--- src/sv/pcad_pkg.sv ---
// Package: types, constants and the CIS tuple table of the card access decoder.
`default_nettype none
package pcad_pkg;

    localparam int ADDRESS_BITS = 22;
    localparam int LED_PIXELS   = 7;

    localparam int ADDR_W      = ADDRESS_BITS;
    localparam int DATA_W      = 16;
    localparam int BYTE_W      = 8;
    localparam int PIXEL_W     = 32;
    localparam int LED_IDX_W   = 3;
    localparam int LED_SEL_W   = (LED_PIXELS > 1) ? $clog2(LED_PIXELS) : 1;
    localparam int MEM_OP_W    = 3;
    localparam int CFG_IDX_W   = 3;
    localparam int CFG_DATA_W  = ADDR_W;
    localparam int OFS_W       = 16;

    // I/O register offsets (address bits 15:0)
    localparam logic [OFS_W-1:0] OFS_SPI_DATA = 16'h0200;
    localparam logic [OFS_W-1:0] OFS_SPI_CS   = 16'h0202;
    localparam logic [OFS_W-1:0] OFS_STATUS   = 16'h0204;
    localparam logic [OFS_W-1:0] OFS_BOARD    = 16'h0206;
    localparam logic [OFS_W-1:0] OFS_ID       = 16'h0208;
    localparam logic [OFS_W-1:0] OFS_LED      = 16'h0220;
    localparam logic [OFS_W-1:0] OFS_LED_END  = OFS_W'(32'h0220 + 4 * LED_PIXELS);

    localparam logic [BYTE_W-1:0] BOARD_ID      = 8'h01;
    localparam logic [DATA_W-1:0] IO_UNKNOWN_RD = 16'hFF00;
    localparam logic [BYTE_W-1:0] SPI_IDLE_BYTE = 8'hFF;

    // Reset values of the configuration registers
    localparam logic [ADDR_W-1:0] RST_ROM_LIMIT     = ADDR_W'(32'h0002_0000);
    localparam logic [ADDR_W-1:0] RST_ROM_WORD_MASK = ADDR_W'(32'h0001_FFFE);
    localparam logic [ADDR_W-1:0] RST_IO_SPACE_BASE = ADDR_W'(32'h0022_0000);
    localparam logic [ADDR_W-1:0] RST_IO_REG_BASE   = ADDR_W'(32'h0022_0200);
    localparam logic [ADDR_W-1:0] RST_SRAM_MASK     = ADDR_W'(32'h003F_FFFE);

    // CIS tuple table, one byte per even attribute address
    localparam int CIS_BYTES = 54;
    localparam int CIS_IDX_W = $clog2(CIS_BYTES);
    localparam logic [ADDR_W-1:0] CIS_LIMIT = ADDR_W'(32'h0200);
    localparam logic [BYTE_W-1:0] CIS_PAST_END = 8'hFF;
    localparam logic [BYTE_W-1:0] CIS_TABLE [CIS_BYTES] = '{
        8'h01, 8'h03, 8'hD1, 8'h27, 8'hFF,
        8'h15, 8'h22, 8'h04, 8'h01,
        8'h54, 8'h65, 8'h72, 8'h72, 8'h69, 8'h62, 8'h6C, 8'h65, 8'h46, 8'h69, 8'h72,
        8'h65, 8'h00,
        8'h50, 8'h43, 8'h4D, 8'h43, 8'h49, 8'h41, 8'h20, 8'h53, 8'h44, 8'h2B, 8'h52,
        8'h41, 8'h4D, 8'h00,
        8'h31, 8'h2E, 8'h30, 8'h00,
        8'hFF,
        8'h21, 8'h02, 8'h01, 8'h00,
        8'h91, 8'h06, 8'h00, 8'h00, 8'h00, 8'h00, 8'h01, 8'h00,
        8'hFF
    };

    typedef enum logic [MEM_OP_W-1:0] {
        MEM_NONE     = 3'd0,
        MEM_ROM_RD   = 3'd1,
        MEM_RAM_RD   = 3'd2,
        MEM_RAM_WR_W = 3'd3,
        MEM_RAM_WR_B = 3'd4
    } t_mem_op;

    typedef enum logic [CFG_IDX_W-1:0] {
        CFG_ROM_LIMIT     = 3'd0,
        CFG_ROM_WORD_MASK = 3'd1,
        CFG_IO_SPACE_BASE = 3'd2,
        CFG_IO_REG_BASE   = 3'd3,
        CFG_SRAM_MASK     = 3'd4
    } t_cfg_idx;

    typedef logic [PIXEL_W-1:0] t_pixel;

    typedef struct packed {
        logic [ADDR_W-1:0] rom_limit;
        logic [ADDR_W-1:0] rom_word_mask;
        logic [ADDR_W-1:0] io_space_base;
        logic [ADDR_W-1:0] io_register_base;
        logic [ADDR_W-1:0] sram_word_mask;
    } t_cfg;

    typedef struct packed {
        logic [ADDR_W-1:0] address;
        logic              reg_n;
        logic              oe_n;
        logic              we_n;
        logic              iow_n;
        logic              ior_n;
        logic              uds_n;
        logic              lds_n;
        logic [DATA_W-1:0] write_data;
        logic [BYTE_W-1:0] spi_return_byte;
        logic              card_detect_n;
    } t_item;

    typedef struct packed {
        logic [DATA_W-1:0]    read_data;
        logic                 drive_bus;
        t_mem_op              mem_op;
        logic [ADDR_W-1:0]    mem_address;
        logic [DATA_W-1:0]    mem_write_data;
        logic                 spi_send;
        logic [BYTE_W-1:0]    spi_byte;
        logic                 sd_select_level;
        logic [BYTE_W-1:0]    board_control;
        logic                 led_update;
        logic [LED_IDX_W-1:0] led_index;
        t_pixel               led_pixel;
    } t_result;

    // Current card register state
    typedef struct packed {
        logic [BYTE_W-1:0] board;
        logic [BYTE_W-1:0] spi_last;
        logic              sel;
    } t_state;

    // Register writes caused by one word
    typedef struct packed {
        logic                 board_we;
        logic [BYTE_W-1:0]    board_val;
        logic                 spi_we;
        logic [BYTE_W-1:0]    spi_val;
        logic                 sel_we;
        logic                 sel_val;
        logic                 led_we;
        logic [LED_SEL_W-1:0] led_sel;
        t_pixel               led_val;
    } t_upd;

    // CIS byte on the upper lane for an attribute read
    function automatic logic [DATA_W-1:0] cis_word(
        input logic [ADDR_W-1:0] addr,
        input logic [ADDR_W-1:0] mask
    );
        logic [ADDR_W-1:0] ofs;
        logic [8:0]        idx;
        logic [BYTE_W-1:0] cis_b;
        ofs   = addr & mask;
        idx   = ofs[9:1];
        cis_b = CIS_PAST_END;
        if (idx < 9'(CIS_BYTES)) begin
            cis_b = CIS_TABLE[idx[CIS_IDX_W-1:0]];
        end
        if (ofs >= CIS_LIMIT) begin
            return '0;
        end
        return {cis_b, 8'h00};
    endfunction

endpackage
`default_nettype wire

--- src/sv/pcad_item_if.sv ---
// Interface: input channel carrying one settled card bus access.
`default_nettype none
interface pcad_item_if;
    logic                          valid;
    logic                          ready;
    logic [pcad_pkg::ADDR_W-1:0]   address;
    logic                          reg_n;
    logic                          oe_n;
    logic                          we_n;
    logic                          iow_n;
    logic                          ior_n;
    logic                          uds_n;
    logic                          lds_n;
    logic [pcad_pkg::DATA_W-1:0]   write_data;
    logic [pcad_pkg::BYTE_W-1:0]   spi_return_byte;
    logic                          card_detect_n;

    modport source (
        output valid, address, reg_n, oe_n, we_n, iow_n, ior_n, uds_n, lds_n,
               write_data, spi_return_byte, card_detect_n,
        input  ready
    );
    modport sink (
        input  valid, address, reg_n, oe_n, we_n, iow_n, ior_n, uds_n, lds_n,
               write_data, spi_return_byte, card_detect_n,
        output ready
    );
endinterface
`default_nettype wire

--- src/sv/pcad_result_if.sv ---
// Interface: output channel carrying one decoder result word.
`default_nettype none
interface pcad_result_if;
    logic                           valid;
    logic                           ready;
    logic [pcad_pkg::DATA_W-1:0]    read_data;
    logic                           drive_bus;
    logic [pcad_pkg::MEM_OP_W-1:0]  mem_op;
    logic [pcad_pkg::ADDR_W-1:0]    mem_address;
    logic [pcad_pkg::DATA_W-1:0]    mem_write_data;
    logic                           spi_send;
    logic [pcad_pkg::BYTE_W-1:0]    spi_byte;
    logic                           sd_select_level;
    logic [pcad_pkg::BYTE_W-1:0]    board_control;
    logic                           led_update;
    logic [pcad_pkg::LED_IDX_W-1:0] led_index;
    logic [pcad_pkg::PIXEL_W-1:0]   led_pixel;

    modport source (
        output valid, read_data, drive_bus, mem_op, mem_address, mem_write_data,
               spi_send, spi_byte, sd_select_level, board_control, led_update,
               led_index, led_pixel,
        input  ready
    );
    modport sink (
        input  valid, read_data, drive_bus, mem_op, mem_address, mem_write_data,
               spi_send, spi_byte, sd_select_level, board_control, led_update,
               led_index, led_pixel,
        output ready
    );
endinterface
`default_nettype wire

--- src/sv/pcmcia_card_access_decoder_unit.sv ---
// Top level of the card access decoder: input register, decode, result register.
//
// Each word on i_in is one settled card bus access (address, REG, OE, WE, IOW,
// IOR, UDS, LDS, host data, the byte the SD link returns and the card detect
// pin). It answers with exactly one word on o_res: a word to drive on the data
// bus (drive_bus with mem_op none), a request to the external boot ROM or SPI
// RAM, or neither, plus the register side effects: SPI byte out, chip select
// level, board control and LED pixel updates. Attribute accesses below
// io_space_base are answered from the built-in CIS tuple table on the upper
// byte lane whenever a data strobe is active. A word is taken into the input
// register, decoded combinationally and lands in the result register once
// that slot is free, which raises o_res.valid; one word per cycle is sustained
// while o_res.ready stays high. The result register lets a new word in while
// the previous result still waits for o_res.ready; with both registers full
// the input stalls until o_res.ready returns. Register state is updated as a
// word moves into the result register, so the next word already sees it.
// Configuration writes on i_cfg_* take effect at the next edge and are meant to
// be issued while no word is in flight.
`default_nettype none
module pcmcia_card_access_decoder_unit (
    input  wire logic                              i_clk,
    input  wire logic                              i_rst_n,
    input  wire logic                              i_cfg_we,
    input  wire logic [pcad_pkg::CFG_IDX_W-1:0]    i_cfg_index,
    input  wire logic [pcad_pkg::CFG_DATA_W-1:0]   i_cfg_data,
    pcad_item_if.sink                              i_in,
    pcad_result_if.source                          o_res
);
    pcad_pkg::t_cfg    cfg;
    pcad_pkg::t_state  state;
    pcad_pkg::t_pixel  led [pcad_pkg::LED_PIXELS];
    pcad_pkg::t_result dec_result;
    pcad_pkg::t_upd    dec_upd;

    pcad_pkg::t_item   r_item;
    pcad_pkg::t_item   n_item;
    logic              r_item_vld;
    pcad_pkg::t_result r_res;
    logic              r_res_vld;

    logic              res_free;
    logic              item_move;
    logic              in_fire;

    // result slot frees when empty or being taken this cycle
    assign res_free  = !r_res_vld || o_res.ready;
    assign item_move = r_item_vld && res_free;
    assign in_fire   = i_in.valid && i_in.ready;

    // take a new word whenever the input slot is empty or draining
    assign i_in.ready = !r_item_vld || res_free;

    always_comb begin
        n_item.address         = i_in.address;
        n_item.reg_n           = i_in.reg_n;
        n_item.oe_n            = i_in.oe_n;
        n_item.we_n            = i_in.we_n;
        n_item.iow_n           = i_in.iow_n;
        n_item.ior_n           = i_in.ior_n;
        n_item.uds_n           = i_in.uds_n;
        n_item.lds_n           = i_in.lds_n;
        n_item.write_data      = i_in.write_data;
        n_item.spi_return_byte = i_in.spi_return_byte;
        n_item.card_detect_n   = i_in.card_detect_n;
    end

    pcad_cfg_regs u_cfg (
        .i_clk       (i_clk),
        .i_rst_n     (i_rst_n),
        .i_cfg_we    (i_cfg_we),
        .i_cfg_index (i_cfg_index),
        .i_cfg_data  (i_cfg_data),
        .o_cfg       (cfg)
    );

    pcad_decode u_dec (
        .i_item   (r_item),
        .i_cfg    (cfg),
        .i_state  (state),
        .i_led    (led),
        .o_result (dec_result),
        .o_upd    (dec_upd)
    );

    // commit register effects only when the word advances
    pcad_state u_state (
        .i_clk   (i_clk),
        .i_rst_n (i_rst_n),
        .i_en    (item_move),
        .i_upd   (dec_upd),
        .o_state (state),
        .o_led   (led)
    );

    always_ff @(posedge i_clk) begin
        if (!i_rst_n) begin
            r_item_vld <= 1'b0;
            r_res_vld  <= 1'b0;
        end else begin
            if (in_fire) begin
                r_item_vld <= 1'b1;
            end else if (item_move) begin
                r_item_vld <= 1'b0;
            end
            if (item_move) begin
                r_res_vld <= 1'b1;
            end else if (o_res.ready) begin
                r_res_vld <= 1'b0;
            end
        end
    end

    // payload registers: load on handshake, hold otherwise
    always_ff @(posedge i_clk) begin
        if (in_fire) begin
            r_item <= n_item;
        end
        if (item_move) begin
            r_res <= dec_result;
        end
    end

    assign o_res.valid           = r_res_vld;
    assign o_res.read_data       = r_res.read_data;
    assign o_res.drive_bus       = r_res.drive_bus;
    assign o_res.mem_op          = r_res.mem_op;
    assign o_res.mem_address     = r_res.mem_address;
    assign o_res.mem_write_data  = r_res.mem_write_data;
    assign o_res.spi_send        = r_res.spi_send;
    assign o_res.spi_byte        = r_res.spi_byte;
    assign o_res.sd_select_level = r_res.sd_select_level;
    assign o_res.board_control   = r_res.board_control;
    assign o_res.led_update      = r_res.led_update;
    assign o_res.led_index       = r_res.led_index;
    assign o_res.led_pixel       = r_res.led_pixel;
endmodule
`default_nettype wire

--- src/sv/pcad_cfg_regs.sv ---
// Configuration registers of the card access decoder.
`default_nettype none
module pcad_cfg_regs (
    input  wire logic                              i_clk,
    input  wire logic                              i_rst_n,
    input  wire logic                              i_cfg_we,
    input  wire logic [pcad_pkg::CFG_IDX_W-1:0]    i_cfg_index,
    input  wire logic [pcad_pkg::CFG_DATA_W-1:0]   i_cfg_data,
    output pcad_pkg::t_cfg                         o_cfg
);
    pcad_pkg::t_cfg r_cfg;
    pcad_pkg::t_cfg n_cfg;

    always_comb begin
        n_cfg = r_cfg;
        if (i_cfg_we) begin
            unique case (pcad_pkg::t_cfg_idx'(i_cfg_index))
                pcad_pkg::CFG_ROM_LIMIT:     n_cfg.rom_limit        = i_cfg_data;
                pcad_pkg::CFG_ROM_WORD_MASK: n_cfg.rom_word_mask    = i_cfg_data;
                pcad_pkg::CFG_IO_SPACE_BASE: n_cfg.io_space_base    = i_cfg_data;
                pcad_pkg::CFG_IO_REG_BASE:   n_cfg.io_register_base = i_cfg_data;
                pcad_pkg::CFG_SRAM_MASK:     n_cfg.sram_word_mask   = i_cfg_data;
                default: begin
                    // drop writes beyond the register list
                end
            endcase
        end
    end

    always_ff @(posedge i_clk) begin
        if (!i_rst_n) begin
            r_cfg.rom_limit        <= pcad_pkg::RST_ROM_LIMIT;
            r_cfg.rom_word_mask    <= pcad_pkg::RST_ROM_WORD_MASK;
            r_cfg.io_space_base    <= pcad_pkg::RST_IO_SPACE_BASE;
            r_cfg.io_register_base <= pcad_pkg::RST_IO_REG_BASE;
            r_cfg.sram_word_mask   <= pcad_pkg::RST_SRAM_MASK;
        end else begin
            r_cfg <= n_cfg;
        end
    end

    assign o_cfg = r_cfg;
endmodule
`default_nettype wire

--- src/sv/pcad_state.sv ---
// Card register state: board control, SPI return byte, chip select, LED store.
`default_nettype none
module pcad_state (
    input  wire logic           i_clk,
    input  wire logic           i_rst_n,
    input  wire logic           i_en,
    input  pcad_pkg::t_upd      i_upd,
    output pcad_pkg::t_state    o_state,
    output pcad_pkg::t_pixel    o_led [pcad_pkg::LED_PIXELS]
);
    pcad_pkg::t_state r_state;
    pcad_pkg::t_pixel r_led [pcad_pkg::LED_PIXELS];

    always_ff @(posedge i_clk) begin
        if (!i_rst_n) begin
            r_state.board    <= '0;
            r_state.spi_last <= pcad_pkg::SPI_IDLE_BYTE;
            r_state.sel      <= 1'b1;
        end else if (i_en) begin
            if (i_upd.board_we) begin
                r_state.board <= i_upd.board_val;
            end
            if (i_upd.spi_we) begin
                r_state.spi_last <= i_upd.spi_val;
            end
            if (i_upd.sel_we) begin
                r_state.sel <= i_upd.sel_val;
            end
        end
    end

    for (genvar g = 0; g < pcad_pkg::LED_PIXELS; g++) begin : g_led
        always_ff @(posedge i_clk) begin
            if (!i_rst_n) begin
                r_led[g] <= '0;
            end else if (i_en && i_upd.led_we &&
                         (i_upd.led_sel == pcad_pkg::LED_SEL_W'(g))) begin
                r_led[g] <= i_upd.led_val;
            end
        end
        assign o_led[g] = r_led[g];
    end

    assign o_state = r_state;
endmodule
`default_nettype wire

--- src/sv/pcad_decode.sv ---
// Access decode: one registered bus word to its result and register writes.
`default_nettype none
module pcad_decode (
    input  pcad_pkg::t_item     i_item,
    input  pcad_pkg::t_cfg      i_cfg,
    input  pcad_pkg::t_state    i_state,
    input  pcad_pkg::t_pixel    i_led [pcad_pkg::LED_PIXELS],
    output pcad_pkg::t_result   o_result,
    output pcad_pkg::t_upd      o_upd
);
    logic [pcad_pkg::OFS_W-1:0]     ofs;
    logic [pcad_pkg::OFS_W-1:0]     led_diff;
    logic                           led_hit;
    logic [pcad_pkg::LED_SEL_W-1:0] led_sel;
    pcad_pkg::t_pixel               led_old;
    logic [pcad_pkg::BYTE_W-1:0]    wr_byte;
    logic [pcad_pkg::DATA_W-1:0]    io_rd;
    logic [pcad_pkg::DATA_W-1:0]    cis_rd;
    logic                           io_reg_hit;

    assign ofs        = i_item.address[pcad_pkg::OFS_W-1:0];
    assign led_diff   = ofs - pcad_pkg::OFS_LED;
    assign led_hit    = (ofs >= pcad_pkg::OFS_LED) && (ofs < pcad_pkg::OFS_LED_END);
    assign led_sel    = led_diff[pcad_pkg::LED_SEL_W+1:2];
    assign led_old    = i_led[led_sel];
    assign wr_byte    = i_item.write_data[15:8];
    assign cis_rd     = pcad_pkg::cis_word(i_item.address, i_cfg.rom_word_mask);
    assign io_reg_hit = i_item.address >= i_cfg.io_register_base;

    always_comb begin
        unique case (ofs)
            pcad_pkg::OFS_SPI_DATA: io_rd = {i_state.spi_last, 8'h00};
            pcad_pkg::OFS_SPI_CS:   io_rd = {7'd0, i_state.sel, 8'h00};
            pcad_pkg::OFS_STATUS:   io_rd = {7'd0, !i_item.card_detect_n, 8'h00};
            pcad_pkg::OFS_BOARD:    io_rd = {i_state.board, 8'h00};
            pcad_pkg::OFS_ID:       io_rd = {pcad_pkg::BOARD_ID, 8'h00};
            default:                io_rd = pcad_pkg::IO_UNKNOWN_RD;
        endcase
    end

    always_comb begin
        o_result        = '0;
        o_result.mem_op = pcad_pkg::MEM_NONE;
        o_upd           = '0;

        if (i_item.uds_n && i_item.lds_n) begin
            // no data strobe: bus floats
        end else if (!i_item.reg_n && (i_item.address < i_cfg.io_space_base)) begin
            o_result.drive_bus = 1'b1;
            o_result.read_data = cis_rd;
        end else if (!i_item.oe_n) begin
            o_result.drive_bus = 1'b1;
            if (!i_item.reg_n) begin
                o_result.read_data = cis_rd;
            end else if (i_item.address < i_cfg.rom_limit) begin
                o_result.mem_op      = pcad_pkg::MEM_ROM_RD;
                o_result.mem_address = i_item.address & i_cfg.rom_word_mask;
            end else begin
                o_result.mem_op      = pcad_pkg::MEM_RAM_RD;
                o_result.mem_address = i_item.address & i_cfg.sram_word_mask;
            end
        end else if (!i_item.we_n) begin
            priority if (!i_item.uds_n && !i_item.lds_n) begin
                o_result.mem_op         = pcad_pkg::MEM_RAM_WR_W;
                o_result.mem_address    = i_item.address;
                o_result.mem_write_data = i_item.write_data;
            end else if (!i_item.uds_n) begin
                o_result.mem_op         = pcad_pkg::MEM_RAM_WR_B;
                o_result.mem_address    = i_item.address;
                o_result.mem_write_data = {8'h00, wr_byte};
            end else begin
                o_result.mem_op         = pcad_pkg::MEM_RAM_WR_B;
                o_result.mem_address    = i_item.address | pcad_pkg::ADDR_W'(1);
                o_result.mem_write_data = {8'h00, i_item.write_data[7:0]};
            end
        end else if (!i_item.iow_n) begin
            if (io_reg_hit) begin
                priority if (led_hit) begin
                    o_upd.led_we  = 1'b1;
                    o_upd.led_sel = led_sel;
                    if (!led_diff[1]) begin
                        o_upd.led_val = {i_item.write_data, led_old[15:0]};
                    end else begin
                        o_upd.led_val = {led_old[31:16], i_item.write_data};
                    end
                    o_result.led_update = 1'b1;
                    o_result.led_index  = pcad_pkg::LED_IDX_W'(led_sel);
                    o_result.led_pixel  = o_upd.led_val;
                end else if (ofs == pcad_pkg::OFS_BOARD) begin
                    o_upd.board_we  = 1'b1;
                    o_upd.board_val = wr_byte;
                end else if (ofs == pcad_pkg::OFS_SPI_DATA) begin
                    o_result.spi_send = 1'b1;
                    o_result.spi_byte = wr_byte;
                    o_upd.spi_we      = 1'b1;
                    o_upd.spi_val     = i_item.spi_return_byte;
                end else if (ofs == pcad_pkg::OFS_SPI_CS) begin
                    o_upd.board_we = 1'b1;
                    o_upd.sel_we   = 1'b1;
                    o_upd.sel_val  = wr_byte[0];
                end else begin
                    // unknown write offset: ignore
                end
            end
        end else if (!i_item.ior_n) begin
            o_result.drive_bus = 1'b1;
            if (io_reg_hit) begin
                o_result.read_data = io_rd;
            end else if (!i_item.reg_n) begin
                o_result.read_data = cis_rd;
            end else begin
                o_result.mem_op      = pcad_pkg::MEM_ROM_RD;
                o_result.mem_address = i_item.address & i_cfg.rom_word_mask;
            end
        end

        // report register levels as they stand after this word
        o_result.sd_select_level = o_upd.sel_we   ? o_upd.sel_val   : i_state.sel;
        o_result.board_control   = o_upd.board_we ? o_upd.board_val : i_state.board;
    end
endmodule
`default_nettype wire

--- src/flat_wrapper.sv ---
// flat-port wrapper written by rule: the top's interface ports become plain ports
module pcmcia_card_access_decoder_unit_flat 
  (i_clk, i_rst_n, i_cfg_we, i_cfg_index, i_cfg_data, i_in_valid, i_in_address, i_in_reg_n, i_in_oe_n, i_in_we_n, i_in_iow_n, i_in_ior_n, i_in_uds_n, i_in_lds_n, i_in_write_data, i_in_spi_return_byte, i_in_card_detect_n, i_in_ready, o_res_valid, o_res_read_data, o_res_drive_bus, o_res_mem_op, o_res_mem_address, o_res_mem_write_data, o_res_spi_send, o_res_spi_byte, o_res_sd_select_level, o_res_board_control, o_res_led_update, o_res_led_index, o_res_led_pixel, o_res_ready);
  pcad_item_if i_in_i ();
  pcad_result_if o_res_i ();
  input  wire logic i_clk;
  input  wire logic i_rst_n;
  input  wire logic i_cfg_we;
  input  wire logic [pcad_pkg::CFG_IDX_W-1:0] i_cfg_index;
  input  wire logic [pcad_pkg::CFG_DATA_W-1:0] i_cfg_data;
  input wire logic [$bits(i_in_i.valid)-1:0] i_in_valid;
  input wire logic [$bits(i_in_i.address)-1:0] i_in_address;
  input wire logic [$bits(i_in_i.reg_n)-1:0] i_in_reg_n;
  input wire logic [$bits(i_in_i.oe_n)-1:0] i_in_oe_n;
  input wire logic [$bits(i_in_i.we_n)-1:0] i_in_we_n;
  input wire logic [$bits(i_in_i.iow_n)-1:0] i_in_iow_n;
  input wire logic [$bits(i_in_i.ior_n)-1:0] i_in_ior_n;
  input wire logic [$bits(i_in_i.uds_n)-1:0] i_in_uds_n;
  input wire logic [$bits(i_in_i.lds_n)-1:0] i_in_lds_n;
  input wire logic [$bits(i_in_i.write_data)-1:0] i_in_write_data;
  input wire logic [$bits(i_in_i.spi_return_byte)-1:0] i_in_spi_return_byte;
  input wire logic [$bits(i_in_i.card_detect_n)-1:0] i_in_card_detect_n;
  output wire logic [$bits(i_in_i.ready)-1:0] i_in_ready;
  output wire logic [$bits(o_res_i.valid)-1:0] o_res_valid;
  output wire logic [$bits(o_res_i.read_data)-1:0] o_res_read_data;
  output wire logic [$bits(o_res_i.drive_bus)-1:0] o_res_drive_bus;
  output wire logic [$bits(o_res_i.mem_op)-1:0] o_res_mem_op;
  output wire logic [$bits(o_res_i.mem_address)-1:0] o_res_mem_address;
  output wire logic [$bits(o_res_i.mem_write_data)-1:0] o_res_mem_write_data;
  output wire logic [$bits(o_res_i.spi_send)-1:0] o_res_spi_send;
  output wire logic [$bits(o_res_i.spi_byte)-1:0] o_res_spi_byte;
  output wire logic [$bits(o_res_i.sd_select_level)-1:0] o_res_sd_select_level;
  output wire logic [$bits(o_res_i.board_control)-1:0] o_res_board_control;
  output wire logic [$bits(o_res_i.led_update)-1:0] o_res_led_update;
  output wire logic [$bits(o_res_i.led_index)-1:0] o_res_led_index;
  output wire logic [$bits(o_res_i.led_pixel)-1:0] o_res_led_pixel;
  input wire logic [$bits(o_res_i.ready)-1:0] o_res_ready;
  assign i_in_i.valid = i_in_valid;
  assign i_in_i.address = i_in_address;
  assign i_in_i.reg_n = i_in_reg_n;
  assign i_in_i.oe_n = i_in_oe_n;
  assign i_in_i.we_n = i_in_we_n;
  assign i_in_i.iow_n = i_in_iow_n;
  assign i_in_i.ior_n = i_in_ior_n;
  assign i_in_i.uds_n = i_in_uds_n;
  assign i_in_i.lds_n = i_in_lds_n;
  assign i_in_i.write_data = i_in_write_data;
  assign i_in_i.spi_return_byte = i_in_spi_return_byte;
  assign i_in_i.card_detect_n = i_in_card_detect_n;
  assign i_in_ready = i_in_i.ready;
  assign o_res_valid = o_res_i.valid;
  assign o_res_read_data = o_res_i.read_data;
  assign o_res_drive_bus = o_res_i.drive_bus;
  assign o_res_mem_op = o_res_i.mem_op;
  assign o_res_mem_address = o_res_i.mem_address;
  assign o_res_mem_write_data = o_res_i.mem_write_data;
  assign o_res_spi_send = o_res_i.spi_send;
  assign o_res_spi_byte = o_res_i.spi_byte;
  assign o_res_sd_select_level = o_res_i.sd_select_level;
  assign o_res_board_control = o_res_i.board_control;
  assign o_res_led_update = o_res_i.led_update;
  assign o_res_led_index = o_res_i.led_index;
  assign o_res_led_pixel = o_res_i.led_pixel;
  assign o_res_i.ready = o_res_ready;
  pcmcia_card_access_decoder_unit u_core (.i_clk(i_clk), .i_rst_n(i_rst_n), .i_cfg_we(i_cfg_we), .i_cfg_index(i_cfg_index), .i_cfg_data(i_cfg_data), .i_in(i_in_i), .o_res(o_res_i));
endmodule
--- config.mk ---
export PLATFORM = sky130hd
export DESIGN_NAME = pcmcia_card_access_decoder_unit_flat
export DESIGN_NICKNAME = d
export VERILOG_FILES = /design/src/sv/pcad_pkg.sv /design/src/sv/pcad_item_if.sv /design/src/sv/pcad_result_if.sv /design/src/sv/pcmcia_card_access_decoder_unit.sv /design/src/sv/pcad_cfg_regs.sv /design/src/sv/pcad_state.sv /design/src/sv/pcad_decode.sv /design/src/flat_wrapper.sv
export SDC_FILE = /design/constraint.sdc
export NUM_CORES = 1
export LEC_CHECK = 0
export ABC_AREA = 1
export BUFFER_PORTS_ARGS = -buffer_cell sky130_fd_sc_hd__buf_2
export CELL_PAD_IN_SITES_DETAIL_PLACEMENT = 1
export CELL_PAD_IN_SITES_GLOBAL_PLACEMENT = 2
export CORE_MARGIN = 10
export CORE_UTILIZATION = 38
export DETAILED_ROUTE_END_ITERATION = 7
export PLACE_DENSITY_LB_ADDON = 0.05
export SLEW_MARGIN = 20
export SYNTH_ARGS = -nofsm -noshare
export SYNTH_HDL_FRONTEND = slang
export SYNTH_SLANG_ARGS = --single-unit
--- constraint.sdc ---
create_clock -name i_clk -period 6.2 [get_ports i_clk]
set_clock_uncertainty 0.15 [all_clocks]
set_input_delay 0.62 -clock i_clk [delete_from_list [all_inputs] [get_ports i_clk]]
set_output_delay 0.62 -clock i_clk [all_outputs]
set_load 0.05 [all_outputs]
==> impl_metrics.yaml <==
outcome:
  status: "finished clean"
floorplanning:
  io_pins: 198
  dieArea_sq_um: 72200
  die-width_um: 269
  initial_core_util_pct: 38.2
  die_y_um: 269
  std_cell_rows: 91
  core_area_sq_um: 61500
power:
  power_density_nw_per_um2: 297
  p_leak_uw: 0.0107
  ir_drop_mv: 0.173
synth:
  synth-edff-count: 382
  post_synth.cell_area_avg_sq_um: 9.54
  synth-main-ff-cell: "edfxtp_1"
  ys_ff_latch: 511
  syn_area_sq_um: 23500
  synth_cell_types: 48
  synth_seq_area_share_pct: 59.8
  async_reset_ff_share_pct: 0
  yosysWarnings: 0
  syn-instance-count: 2464
clocking:
  cts.clk_slew.worst_paths_ns: 0.06
  cts_inserted_buffers: 58
  tritoncts: "yes"
  clockBufferDepth: 3
  cts_root_buf: "clkbuf_16"
  postCtsSetupRepairBufs: 0
  clkLatencyLatePin_ns: 0.63
  cts.sinks: 511
  ctsHtreeMaxLevel: 2
layout:
  layout_commonest_cell: "nor2_1"
  final_cell_mix: "nor2_1 (415), nand2_1 (401), edfxtp_1 (382)"
  fin_nets: 2788
  antenna-diode-count: 0
  drive_gt1_share_pct: 13.1
  area_growth_pct: 15.3
global_routing:
  antenna_found_initial: 0
  grt_start_max_net_pins: 72
  grt_pass1_vias: 20000
  grt_overflow: 0
  grt_pass1_wl_um: 127000
  grtUsageTotal_pct: 23.2
setup_path:
  critical_path_class: "register to register"
  cp_data_arrival_time_ns: 4.83
  cp_slowest_cell: "edfxtp_1"
  startpoint_type: "register"
  reg2regPathDepth: 14
  end_kind: "register"
  max_stage_delay_ns: 0.65
  r2r-start: "u_core.r_item[35]"
  worst-path-max-fanout: 21
  cp_data_required_time_ns: 6.36
  r2r_end: "u_core.u_state.r_led[3][19]"
  rrSetupSlack_ns: 1.53
  path_cells: "ha_1 -> nand2_1 -> nor2_1 -> o21ai_0 -> nand2_1 -> nand2_1 -> nand3_1 -> nand2_1 -> nor2_4 -> inv_2 -> nor2_4 -> nand2_1 -> nand2_1 -> buf_12"
  cp_common_cell: "nand2_1"
sta:
  period_minus_slack_ns: 4.67
  final-setup-viol-count: 0
  tns_ns: 0
  max-slew-margin-rel_pct: 25.4
  hold_viol_final: 0
  rsz0062_at_grt: "no"
  worst_slack_ns: 1.53
  worstMarginPinSlew_ns: 1.12
  slew_violations: 0
  fin_crit_sh_pct: 75.3
  clock.fmax_ghz: 0.214
detailed_routing:
  postRouteAntennaNets: 0
  wl_per_cell_um: 24.4
  dr.pass1.iters: 5
  first_iter_violations: 1324
  totalWireLength_um: 84600
  via_per_inst: 5.45
  post-route-drc-count: 0
  num_vias: 18900
worst_hold_path:
  hold_class: "input pin to register"
  holdPathEnd: "u_core.r_item[1]"
  hold_start: "i_in_spi_return_byte[0]"
  holdPathStages: 1
place:
  portBuffers: 189
  place_ws_ns: 1.56
  dp_hpwl_um: 57100
  gp_congestion: 0.829
flow_run:
  max_cap_violations: 0
worst max path at each step:
stage	from	end	slack, ns	cells after the start
floorplan	u_core.r_item[45]	u_core.u_state.r_led[0][0]	1.27	12
global placement	u_core.r_item[35]	u_core.u_state.r_led[6][22]	1.68	11
detailed placement	u_core.r_item[35]	u_core.u_state.r_led[3][19]	1.56	14
CTS	u_core.r_item[35]	u_core.u_state.r_led[3][19]	1.54	14
global route	u_core.r_item[35]	u_core.u_state.r_led[3][16]	1.24	14
finish	u_core.r_item[35]	u_core.u_state.r_led[3][19]	1.53	14
cell type report:
cell class / instances / area (sq um)
Timing Repair Buffer: 245 / 1440
Multi-Input combinational cell: 1609 / 8060
Tap cell: 790 / 988
Inverter: 208 / 785
Fill cell: 7015 / 34400
Sequential cell: 511 / 14100
Clock inverter: 29 / 189
Clock buffer: 77 / 1580
synthesized netlist by cell type, types with 2 or more instances:
cell / n / share of area (%)
o221ai_1: 5 / 0.19
nand3_4: 3 / 0.22
nor3_2: 2 / 0.085
a211oi_1: 5 / 0.16
o21bai_1: 2 / 0.064
o2111ai_1: 4 / 0.15
or2_1: 5 / 0.13
inv_2: 4 / 0.064
inv_1: 200 / 3.2
o311a_1: 2 / 0.085
o31ai_1: 20 / 0.64
o22ai_1: 96 / 2.6
or2_2: 9 / 0.24
o21ai_0: 168 / 3.6
nor3_1: 16 / 0.34
clkbuf_1: 85 / 1.4
nor2_1: 415 / 6.6
nand4_1: 31 / 0.82
buf_1: 3 / 0.048
dfxtp_1: 129 / 11
o211ai_1: 8 / 0.26
ha_1: 71 / 3.8
buf_2: 32 / 0.68
a31o_2: 2 / 0.075
a21oi_1: 176 / 3.7
nand3b_1: 2 / 0.064
buf_4: 12 / 0.38
clkinv_1: 4 / 0.064
nand3_1: 131 / 2.8
a21o_1: 2 / 0.064
and2_1: 2 / 0.053
nor2_4: 3 / 0.14
edfxtp_1: 382 / 49
buf_6: 11 / 0.53
nor2_2: 3 / 0.080
nand2_2: 5 / 0.13
nand2_1: 403 / 6.4
report_power, final:
part	total, uW	leakage [uW]	switching (uW)	internal (uW)
Clock	3270	0.000865	1440	1830
Sequential	3890	0.00481	75.5	3820
Combinational	874	0.00499	651	223
Total	8040	0.0107	2160	5870
metrics by stage:
step / power (uW) / hold slack (ns) / instances / cell area, sq um / util (%)
floorplan: 4500 / 0.283 / 2471 / 23500 / -
global placement: 4810 / 0.295 / 3345 / 25100 / 40.9
detailed placement: 4840 / 0.302 / 3346 / 25200 / 40.9
global route: 8330 / 0.00810 / 3469 / 27100 / 44.1
finish: 8040 / 0.0351 / 3469 / 27100 / 44.1
CTS: 8110 / 0.0000530 / 3469 / 27100 / 44.1
worst max-delay path: cells and delay by family (launching register included):
kind	cells	cell delay, ns
and+or+nand+nor	10	2.36
buffers and inverters	2	0.66
DFF	1	0.65
adders and majority gates	1	0.42
AOI/OAI and AO/OA	1	0.09
sequential cells by signal, indices dropped and copies added, names as in the netlist, 3 cells and up:
| register | count |
|---|---|
| u_core.o_res.led_index | 3 |
| u_core.u_state.o_state | 17 |
| u_core.u_state.r_led | 224 |
| u_core.o_res.board_control | 8 |
| u_core.o_res.led_pixel | 32 |
| u_core.r_item | 54 |
| u_core.o_res.mem_op | 3 |
| u_core.o_res.read_data | 8 |
| u_core.o_res.spi_byte | 8 |
| u_core.o_res.mem_write_data | 16 |
| u_core.u_cfg.o_cfg | 110 |
| u_core.o_res.mem_address | 22 |
cells by family after synthesis:
group,Yosys count,share of synthesized area (%)
AND/OR/NAND/NOR,1033,18.3
flip-flops,511,59.8
AO/OA/AOI/OAI,497,11.8
buffers and inverters,351,6.32
adder cells (fa/ha/maj),71,3.78
other,1,0.0159
repair_timing:
item | 4_1_cts | 5_1_grt
hold buffers | 17 | 0
endpoints found under the hold margin | 17 | 0
gates resized for setup | 0 | 0
endpoints found under the setup margin | 0 | 0
metal layers:
metal / up-vias / wire length, um / part of all wire [%] / GRT usage, %
met5: - / 0 / 0 / 0
li1: 8788 / - / - / -
met4: 0 / 2720 / 3.2 / 7.83
met3: 128 / 3700 / 4.4 / 3.10
met2: 446 / 42400 / 50 / 41.0
met1: 9558 / 35800 / 42 / 28.8
(Power assumes the default switching activity.)
